--- config.mk ---
export PLATFORM = sky130hd
export DESIGN_NAME = tcp_payload_signature_matcher_unit
export DESIGN_NICKNAME = d
export VERILOG_FILES = /design/src/sv/tpsm_pkg.sv /design/src/sv/tcp_payload_signature_matcher_unit.sv /design/src/sv/tpsm_front.sv /design/src/sv/tpsm_fifo.sv /design/src/sv/tpsm_back.sv
export SDC_FILE = /design/constraint.sdc
export NUM_CORES = 1
export LEC_CHECK = 0
export BUFFER_PORTS_ARGS = -buffer_cell sky130_fd_sc_hd__buf_2
export CAP_MARGIN = 30
export CORE_MARGIN = 2
export CORE_UTILIZATION = 60
export DETAILED_ROUTE_END_ITERATION = 10
export GPL_ROUTABILITY_DRIVEN = 0
export PLACE_DENSITY = 0.77
export SLEW_MARGIN = 20
export SYNTH_ARGS = -nofsm -noshare
export SYNTH_HDL_FRONTEND = slang
export SYNTH_SLANG_ARGS = --single-unit
--- constraint.sdc ---
create_clock -name clk -period 13.8 [get_ports clk]
set_input_delay 0 -clock clk [delete_from_list [all_inputs] [get_ports clk]]
set_output_delay 0 -clock clk [all_outputs]
set_load 0.005 [all_outputs]
--- src/sv/tpsm_pkg.sv ---
// Shared types, constants and signature tables for the TCP payload signature matcher.
`default_nettype none

package tpsm_pkg;

  // Frame layout offsets, in bytes from the start of the Ethernet frame.
  localparam int ETH_LEN      = 14;
  localparam int IP_PROTO_POS = ETH_LEN + 9;
  localparam int TCP_OFF_REL  = 12;
  localparam int MIN_IP_LEN   = 20;
  localparam int MIN_FRAME    = 34;

  localparam logic [7:0] TCP_PROTO   = 8'd6;
  localparam logic [7:0] CHAR_UPPER_A = 8'h41;
  localparam logic [7:0] CHAR_UPPER_Z = 8'h5A;
  localparam logic [7:0] CASE_OFFSET  = 8'h20;

  // Signature set. Each text is right-justified, so that character j counted
  // from the end of the signature sits in byte j of the vector.
  localparam int NUM_SIGS    = 8;
  localparam int SIG_MAX_LEN = 13;
  localparam int SIG_IDX_W   = $clog2(NUM_SIGS);
  localparam int SIG_LEN_W   = $clog2(SIG_MAX_LEN + 1);

  localparam logic [SIG_MAX_LEN*8-1:0] SIG_TEXT [NUM_SIGS] = '{
    "union select",
    "drop table",
    "select * from",
    "etc/passwd",
    "bin/sh",
    "cmd.exe",
    "' or '1'='1",
    "' or 1=1"
  };

  localparam logic [SIG_LEN_W-1:0] SIG_LEN [NUM_SIGS] = '{
    SIG_LEN_W'(12), SIG_LEN_W'(10), SIG_LEN_W'(13), SIG_LEN_W'(10),
    SIG_LEN_W'(6),  SIG_LEN_W'(7),  SIG_LEN_W'(11), SIG_LEN_W'(8)
  };

  // Depth of the queue between the classifier and the matcher.
  localparam int FIFO_DEPTH = 2;

  // Result status codes.
  typedef enum logic [1:0] {
    ST_IGNORED = 2'd0,
    ST_CLEAN   = 2'd1,
    ST_MATCHED = 2'd2
  } status_t;

  // What the matcher does with a byte.
  typedef enum logic [1:0] {
    MODE_NONE    = 2'd0,
    MODE_STEP    = 2'd1,
    MODE_RESOLVE = 2'd2
  } mode_t;

  // One classified byte, passed from the classifier to the matcher.
  typedef struct packed {
    logic [7:0]           lc_byte;   // lower-cased frame byte
    mode_t                mode;
    logic [SIG_LEN_W-1:0] pbs;       // payload bytes in the window, capped at SIG_MAX_LEN
    logic                 last;
    logic                 eligible;  // frame qualifies for a clean or matched verdict
  } tpsm_word_t;

endpackage

`default_nettype wire

--- src/sv/tcp_payload_signature_matcher_unit.sv ---
// Top level of the TCP payload signature matcher: classifier, queue and matcher.
// Throughput is one frame byte per cycle unless in_stall is set; the window comparators work in parallel on each byte.
// The result word for a frame is registered: its last byte is first written into the queue, and
// the matcher loads the result register when it pops that byte, once any earlier result is taken.
// Bytes that are not last flow through even while a result waits to be taken.
// Synchronous reset clears the frame state, the queue and the result valid; no clearing pass.
`default_nettype none

module tcp_payload_signature_matcher_unit import tpsm_pkg::*; #(
  parameter int MAX_FRAME_BYTES = 65535,
  parameter int WINDOW_BYTES    = 13
) (
  input  wire logic                 clk,
  input  wire logic                 rst,
  input  wire logic                 in_valid,
  output logic                      in_stall,
  input  wire logic [7:0]           frame_byte,
  input  wire logic                 last,
  output logic                      out_valid,
  input  wire logic                 out_stall,
  output logic [1:0]                status,
  output logic [SIG_IDX_W-1:0]      signature_index
);

  logic       take;
  logic       q_full;
  logic       q_valid;
  logic       q_pop;
  tpsm_word_t front_word;
  tpsm_word_t q_head;

  assign in_stall = q_full;
  assign take     = in_valid && !q_full;

  // Header parsing and byte classification.
  tpsm_front #(
    .MAX_FRAME_BYTES(MAX_FRAME_BYTES),
    .WINDOW_BYTES   (WINDOW_BYTES)
  ) u_front (
    .clk       (clk),
    .rst       (rst),
    .take      (take),
    .frame_byte(frame_byte),
    .last      (last),
    .word      (front_word)
  );

  // Queue between the two halves.
  tpsm_fifo u_fifo (
    .clk      (clk),
    .rst      (rst),
    .push     (take),
    .push_word(front_word),
    .pop      (q_pop),
    .head     (q_head),
    .not_empty(q_valid),
    .full     (q_full)
  );

  // Signature matching and result.
  tpsm_back u_back (
    .clk            (clk),
    .rst            (rst),
    .word           (q_head),
    .word_valid     (q_valid),
    .pop            (q_pop),
    .out_valid      (out_valid),
    .out_stall      (out_stall),
    .status         (status),
    .signature_index(signature_index)
  );

  // A signature index is only reported together with a match.
  a_index_only_on_match: assert property (@(posedge clk) disable iff (rst)
    (out_valid && (status != ST_MATCHED)) |-> (signature_index == '0))
    else $error("signature index set without a match");

  // Reset leaves no result pending and the input open.
  a_reset_clears: assert property (@(posedge clk)
    rst |=> (!out_valid && !in_stall))
    else $error("reset did not clear the handshake state");

  // A queued word stays queued until the matcher takes it.
  a_queue_holds: assert property (@(posedge clk) disable iff (rst)
    (q_valid && !q_pop) |=> q_valid)
    else $error("queued word lost before the matcher took it");

  // A frame result only follows a final word leaving the queue.
  a_result_source: assert property (@(posedge clk) disable iff (rst)
    $rose(out_valid) |-> $past(q_pop && q_head.last))
    else $error("result without a final word");

endmodule

`default_nettype wire

--- src/sv/tpsm_front.sv ---
// Header parser and classifier: tracks the frame position and tags each byte.
`default_nettype none

module tpsm_front import tpsm_pkg::*; #(
  parameter int MAX_FRAME_BYTES = 65535,
  parameter int WINDOW_BYTES    = 13
) (
  input  wire logic       clk,
  input  wire logic       rst,
  input  wire logic       take,
  input  wire logic [7:0] frame_byte,
  input  wire logic       last,
  output tpsm_word_t      word
);

  localparam int PW  = $clog2(MAX_FRAME_BYTES + 1);
  localparam int PBW = $clog2(WINDOW_BYTES + 1);
  localparam int CW  = (PW > 8) ? PW : 8;

  logic [PW-1:0]  pos, pos_next;
  logic [5:0]     ip_hb, ip_hb_next;
  logic [5:0]     tcp_hb, tcp_hb_next;
  logic           is_tcp, is_tcp_next;
  logic           hdr_known, hdr_known_next;
  logic [PBW-1:0] pbs, pbs_next;

  logic           sat;
  logic           resolved;
  logic [CW-1:0]  pos_c;
  logic [CW-1:0]  start_c;
  logic [CW-1:0]  run_c;
  mode_t          mode;

  // Decode the header fields and work out the payload state for this byte.
  always_comb begin
    sat            = (pos == PW'(MAX_FRAME_BYTES));
    pos_c          = CW'(pos);
    pos_next       = pos;
    ip_hb_next     = ip_hb;
    tcp_hb_next    = tcp_hb;
    is_tcp_next    = is_tcp;
    hdr_known_next = hdr_known;
    resolved       = 1'b0;
    pbs_next       = pbs;
    mode           = MODE_NONE;
    run_c          = '0;

    if (!sat) begin
      pos_next = pos + PW'(1);
      if (pos_c == CW'(ETH_LEN)) begin
        ip_hb_next = {frame_byte[3:0], 2'b00};
      end else if (pos_c == CW'(IP_PROTO_POS)) begin
        is_tcp_next = (frame_byte == TCP_PROTO);
      end else if (pos_c == CW'(ETH_LEN + TCP_OFF_REL) + CW'(ip_hb)) begin
        tcp_hb_next    = {frame_byte[7:4], 2'b00};
        hdr_known_next = 1'b1;
        resolved       = 1'b1;
      end
    end

    start_c = CW'(ETH_LEN) + CW'(ip_hb_next) + CW'(tcp_hb_next);

    // A short data offset can place the payload start at or before this byte.
    if (resolved && start_c <= pos_c) begin
      run_c    = pos_c - start_c + CW'(1);
      pbs_next = PBW'(run_c);
      mode     = MODE_RESOLVE;
    end else if (hdr_known_next && (sat || pos_c >= start_c)) begin
      if (pbs != PBW'(WINDOW_BYTES)) begin
        pbs_next = pbs + PBW'(1);
      end
      mode = MODE_STEP;
    end
  end

  // Word for the matcher.
  always_comb begin
    word.lc_byte = ((frame_byte >= CHAR_UPPER_A) && (frame_byte <= CHAR_UPPER_Z)) ?
                   frame_byte + CASE_OFFSET : frame_byte;
    word.mode    = mode;
    word.pbs     = (pbs_next >= PBW'(SIG_MAX_LEN)) ? SIG_LEN_W'(SIG_MAX_LEN) :
                   SIG_LEN_W'(pbs_next);
    word.last    = last;
    word.eligible = (CW'(pos_next) >= CW'(MIN_FRAME)) && is_tcp_next &&
                    (CW'(pos_next) >= CW'(ETH_LEN + MIN_IP_LEN) + CW'(ip_hb_next)) &&
                    hdr_known_next && (pbs_next != '0);
  end

  // Frame state; the last byte of a frame returns everything to zero.
  always_ff @(posedge clk) begin
    if (rst) begin
      pos       <= '0;
      ip_hb     <= '0;
      tcp_hb    <= '0;
      is_tcp    <= 1'b0;
      hdr_known <= 1'b0;
      pbs       <= '0;
    end else if (take) begin
      if (last) begin
        pos       <= '0;
        ip_hb     <= '0;
        tcp_hb    <= '0;
        is_tcp    <= 1'b0;
        hdr_known <= 1'b0;
        pbs       <= '0;
      end else begin
        pos       <= pos_next;
        ip_hb     <= ip_hb_next;
        tcp_hb    <= tcp_hb_next;
        is_tcp    <= is_tcp_next;
        hdr_known <= hdr_known_next;
        pbs       <= pbs_next;
      end
    end
  end

endmodule

`default_nettype wire

--- src/sv/tpsm_fifo.sv ---
// Short queue of classified words between the classifier and the matcher.
`default_nettype none

module tpsm_fifo import tpsm_pkg::*; (
  input  wire logic       clk,
  input  wire logic       rst,
  input  wire logic       push,
  input  wire tpsm_word_t push_word,
  input  wire logic       pop,
  output tpsm_word_t      head,
  output logic            not_empty,
  output logic            full
);

  localparam int AW = (FIFO_DEPTH > 1) ? $clog2(FIFO_DEPTH) : 1;
  localparam int NW = $clog2(FIFO_DEPTH + 1);

  tpsm_word_t    entries [FIFO_DEPTH];
  logic [AW-1:0] wr_ptr;
  logic [AW-1:0] rd_ptr;
  logic [NW-1:0] count;

  assign head      = entries[rd_ptr];
  assign not_empty = (count != '0);
  assign full      = (count == NW'(FIFO_DEPTH));

  // Storage for queued words.
  always_ff @(posedge clk) begin
    if (push) begin
      entries[wr_ptr] <= push_word;
    end
  end

  // Pointers and fill count.
  always_ff @(posedge clk) begin
    if (rst) begin
      wr_ptr <= '0;
      rd_ptr <= '0;
      count  <= '0;
    end else begin
      if (push) begin
        wr_ptr <= (wr_ptr == AW'(FIFO_DEPTH - 1)) ? '0 : wr_ptr + AW'(1);
      end
      if (pop) begin
        rd_ptr <= (rd_ptr == AW'(FIFO_DEPTH - 1)) ? '0 : rd_ptr + AW'(1);
      end
      if (push && !pop) begin
        count <= count + NW'(1);
      end else if (pop && !push) begin
        count <= count - NW'(1);
      end
    end
  end

endmodule

`default_nettype wire

--- src/sv/tpsm_back.sv ---
// Signature matcher: byte window, per-byte match history, found flags and result register.
`default_nettype none

module tpsm_back import tpsm_pkg::*; (
  input  wire logic                 clk,
  input  wire logic                 rst,
  input  wire tpsm_word_t           word,
  input  wire logic                 word_valid,
  output logic                      pop,
  output logic                      out_valid,
  input  wire logic                 out_stall,
  output logic [1:0]                status,
  output logic [SIG_IDX_W-1:0]      signature_index
);

  logic [7:0]          wnd  [SIG_MAX_LEN-1];
  logic [NUM_SIGS-1:0] hist [SIG_MAX_LEN-1];
  logic [7:0]          view [SIG_MAX_LEN];
  logic [NUM_SIGS-1:0] hview [SIG_MAX_LEN];
  logic [NUM_SIGS-1:0] m0;
  logic [NUM_SIGS-1:0] step_hits;
  logic [NUM_SIGS-1:0] res_hits;
  logic [NUM_SIGS-1:0] found, found_next;
  logic [SIG_IDX_W-1:0] first_idx;
  status_t             verdict;

  // A non-final word never blocks; a final word waits for the result register.
  assign pop = word_valid && (!word.last || !out_valid || !out_stall);

  // Window view with the newest byte at position zero.
  always_comb begin
    view[0]  = word.lc_byte;
    hview[0] = m0;
    for (int j = 1; j < SIG_MAX_LEN; j++) begin
      view[j]  = wnd[j-1];
      hview[j] = hist[j-1];
    end
  end

  // Compare every signature ending at the newest byte.
  always_comb begin
    for (int s = 0; s < NUM_SIGS; s++) begin
      m0[s] = 1'b1;
      for (int j = 0; j < SIG_MAX_LEN; j++) begin
        if ((j < int'(SIG_LEN[s])) && (view[j] != SIG_TEXT[s][j*8 +: 8])) begin
          m0[s] = 1'b0;
        end
      end
    end
  end

  // A hit counts only when the whole signature lies inside the payload.
  // When the payload start is found late, earlier end positions come from the history.
  always_comb begin
    for (int s = 0; s < NUM_SIGS; s++) begin
      step_hits[s] = m0[s] && (SIG_LEN[s] <= word.pbs);
      res_hits[s]  = 1'b0;
      for (int k = 0; k < SIG_MAX_LEN; k++) begin
        if (hview[k][s] && (k + int'(SIG_LEN[s]) <= int'(word.pbs))) begin
          res_hits[s] = 1'b1;
        end
      end
    end
  end

  // Update the found flags.
  always_comb begin
    case (word.mode)
      MODE_STEP:    found_next = found | step_hits;
      MODE_RESOLVE: found_next = found | res_hits;
      default:      found_next = found;
    endcase
  end

  // Lowest-indexed signature found, and the verdict for the frame.
  always_comb begin
    first_idx = '0;
    for (int s = NUM_SIGS - 1; s >= 0; s--) begin
      if (found_next[s]) begin
        first_idx = SIG_IDX_W'(s);
      end
    end
    if (!word.eligible) begin
      verdict = ST_IGNORED;
    end else if (found_next != '0) begin
      verdict = ST_MATCHED;
    end else begin
      verdict = ST_CLEAN;
    end
  end

  // Byte window and match history shift once per word.
  always_ff @(posedge clk) begin
    if (pop) begin
      wnd[0]  <= word.lc_byte;
      hist[0] <= m0;
      for (int j = 1; j < SIG_MAX_LEN - 1; j++) begin
        wnd[j]  <= wnd[j-1];
        hist[j] <= hist[j-1];
      end
    end
  end

  // Found flags are cleared at the end of every frame.
  always_ff @(posedge clk) begin
    if (rst) begin
      found <= '0;
    end else if (pop) begin
      found <= word.last ? '0 : found_next;
    end
  end

  // Result register.
  always_ff @(posedge clk) begin
    if (rst) begin
      out_valid <= 1'b0;
    end else if (pop && word.last) begin
      out_valid <= 1'b1;
    end else if (!out_stall) begin
      out_valid <= 1'b0;
    end
  end

  always_ff @(posedge clk) begin
    if (pop && word.last) begin
      status          <= verdict;
      signature_index <= (verdict == ST_MATCHED) ? first_idx : '0;
    end
  end

endmodule

`default_nettype wire
==> reports/metrics.cfg <==
[clocking]
cts_tree = yes
htreeDepth = 1
cts_root_buffer = clkbuf_16
clock-sinks = 224
cts_buffers = 23
cts.path.max_buffers = 3
cts_setup_buffers = 0
clock_latency_ns = 0.52
cts.clk_slew.worst_paths_ns = 0.06

[place]
placed_area_um2 = 11200
hpwlAfterDp_mm = 16.8
dp_slack_ns = 7.63
port_buffers = 19

[critical_path]
cp.arrival_ns = 6.58
start_kind = flip-flop
worstReg2RegEnd = u_fifo.entries[1][0]
critPathKind = reg2reg
critPathLaunch = u_front.pos[13]
cp_max_fo = 10
ff2ff_setup_slack_ns = 7.54
crit_required_ns = 14.12
worstRegToRegCells = 22
setup.worst_path.end_class = flip-flop
reg2reg_from = u_front.pos[13]

[global_route]
grt_pass1_vias = 7473
grt_max_degree = 83
overflow = 0
grt_usage = 0.251
antenna_found_initial = 0
grt_pass1_wl_mm = 38.8

[synthesis]
synth.yosys.seq_area_share = 0.575
synthCells = 930
synth_top_cell_by_area = edfxtp_1
ys_ff_latch = 224
synth_common_cells = 176 x edfxtp_1, 88 x nor2_1, 48 x dfxtp_1
synthArstFlopShare = 0
ys.flop_type = edfxtp_1
syn_nets = 984
yosys.area_share.xor_xnor = 0.0250
synth-compound-area-share = 0.102
yosysUniqueCellTypes = 74
synth-adder-area-share = 0.0493
yosys.area_share.simple = 0.191
ys_warn_count = 0
synth_top_family_by_area = simple AND/OR/NAND/NOR gates
synth-edff-count = 176
synth_area_um2 = 10900
netlist.area_leader.share = 0.487
yosys-mux-area-fraction = 0.0310
synth.area.top_cells = edfxtp_1 49%, dfxtp_1 8.8%, ha_1 4.4%
synth.most_common_cell = edfxtp_1
avgSynthCellArea_um2 = 11.7

[run_status]
status = finished, final reports clean

[finish]
diodes = 0
flow.area_growth_from_synthesis_pct = 11.5
nNetsFinal = 1019
design_area_um2 = 12100
drive_gt1_frac = 0.0979

[power_and_ir_drop]
finalPower_mw = 2.36
vdd_drop_max_v = 0.000224
p_leak_nw = 4.32
power.density_nw_per_um2 = 195

[floorplanning]
row_count = 49
die_w_um = 139
die_h_um = 139
die_area_um2 = 19200
start_util = 0.609
ios = 20
coreArea_um2 = 17800

[detailed_routing]
post_drt_wl_per_cell_um = 19.9
dr.pass1.iters = 6
vias = 7702
drt_wl_total_mm = 24.1
ant_nets = 0
remaining_drc_errors = 0
post_drt_via_cell_ratio = 6.37
drt_iter0_markers = 737

[timing]
finalWorstSetupSlack_ns = 7.54
setup_viol = 0
finalSetupTns_ns = 0
drv_slew = 0
rsz0062_at_grt = false
relSlewSlack = 0.427
period_needed_ns = 6.26
fin_crit_sh = 0.454
worst_slew_pin_slew_ns = 0.852
hold_viol = 0
timing.fmax_mhz = 160
finClkSkew_ns = 0.0187

[min_path]
min_from = rst
hp-class = in2reg
holdPathStages = 2
hold_path_end = u_back.out_valid

[flow_run]
cap_violations = 0

critical path, cell delays in order (launching register included):
cell and delay [ns]:
dfxtp_1 0.40, nor4_1 0.69, nand4_1 0.53, o21ai_0 0.35, or4_1 0.29, nand2_1 0.08
ha_1 0.29, inv_1 0.06, ha_1 0.15, inv_1 0.05, fa_1 0.40, inv_1 0.08
a21oi_1 0.06, o21bai_1 0.19, xor2_1 0.19, ha_1 0.27, a21oi_1 0.16, o21ai_0 0.20
o31a_1 0.34, nor2_1 0.35, mux2i_1 0.48, nor3_1 0.12, a211oi_1 0.34
where the power goes:
part,internal (mW),leakage [nW],total (mW),switching [mW]
sequential,1.08,2.07,1.26,0.176
combinational,0.161,1.86,0.473,0.312
clock,0.382,0.382,0.631,0.249
total,1.63,4.32,2.36,0.738
worst max path at each step:
stage / endpoint / slack, ns / depth (start not counted)
global route: u_fifo.entries[1][0] / 6.97 / 22
finish: u_fifo.entries[1][0] / 7.54 / 22
global placement: u_fifo.entries[0][0] / 7.94 / 23
floorplan: u_back.found[5] / 7.54 / 9
CTS: u_fifo.entries[1][0] / 7.56 / 23
detailed placement: u_fifo.entries[0][0] / 7.63 / 23
flip-flops by register name (all words and copies together), names as in the netlist, named ones only:
| register | count |
|---|---|
| u_back.signature_index | 3 |
| u_fifo.wr_ptr | 1 |
| u_fifo.count | 2 |
| u_front.is_tcp | 1 |
| u_back.wnd | 96 |
| u_back.out_valid | 1 |
| u_front.pbs | 4 |
| u_fifo.entries | 32 |
| u_front.ip_hb | 6 |
| u_fifo.rd_ptr | 1 |
| u_back.found | 8 |
| u_front.tcp_hb | 6 |
| u_back.status | 2 |
| u_front.pos | 16 |
| u_back.hist | 43 |
| u_front.hdr_known | 1 |
what timing repair did:
action                                  in CTS  in global routing
hold buffers                                10                  0
endpoints found under the setup margin       0                  0
endpoints found under the hold margin       22                  0
resized for setup                            0                  0
area by class of cell:
type	instances	area [um^2]
Sequential cell	224	6250
Fill cell	1296	5730
Multi-Input combinational cell	632	4340
Clock buffer	26	587
Timing Repair Buffer	38	290
Tap cell	229	287
Clock inverter	15	189
Inverter	46	173
layout by cell type (no fill, tap or decap), types with 11 or more instances in the layout:
cell | netlist | final
mux2i_1 | 16 | 16
nand4_1 | 29 | 29
a21oi_1 | 41 | 41
edfxtp_1 | 176 | 176
a22oi_1 | 15 | 15
nor4_1 | 19 | 19
nand2_1 | 47 | 47
clkbuf_16 | 0 | 23
nor2b_1 | 15 | 15
inv_1 | 46 | 46
ha_1 | 38 | 38
o21ai_0 | 39 | 38
nand3_1 | 22 | 22
xnor2_1 | 22 | 22
dfxtp_1 | 48 | 48
buf_2 | 1 | 19
nor3_1 | 23 | 23
nand2b_1 | 11 | 11
mux2_2 | 13 | 13
nor2_1 | 88 | 88
layer usage:
layer	vias to the layer above	wire (um)	track usage	share of wire
met5	-	0	0	0
met4	0	682	0.0795	0.028
met3	53	1730	0.0394	0.072
met2	304	11400	0.410	0.47
met1	3722	10300	0.350	0.43
li1	3623	-	-	-
cell families after synthesis:
group,Yosys count
AO/OA/AOI/OAI,169
XOR/XNOR,31
adder cells (fa/ha/maj),41
buffers and inverters,74
flip-flops,224
multiplexers,31
AND/OR/NAND/NOR,360
metrics by stage:
stage	utilization	instances	hold WS, ns
2_1_floorplan	-	930	0.0989
3_3_place_gp	0.627	1156	0.242
3_5_place_dp	0.628	1158	0.258
4_1_cts	0.677	1209	0.0370
5_1_grt	0.679	1210	0.0997
6_report	0.679	1210	0.0475
No activity file was read; power rests on OpenSTA's default activity.
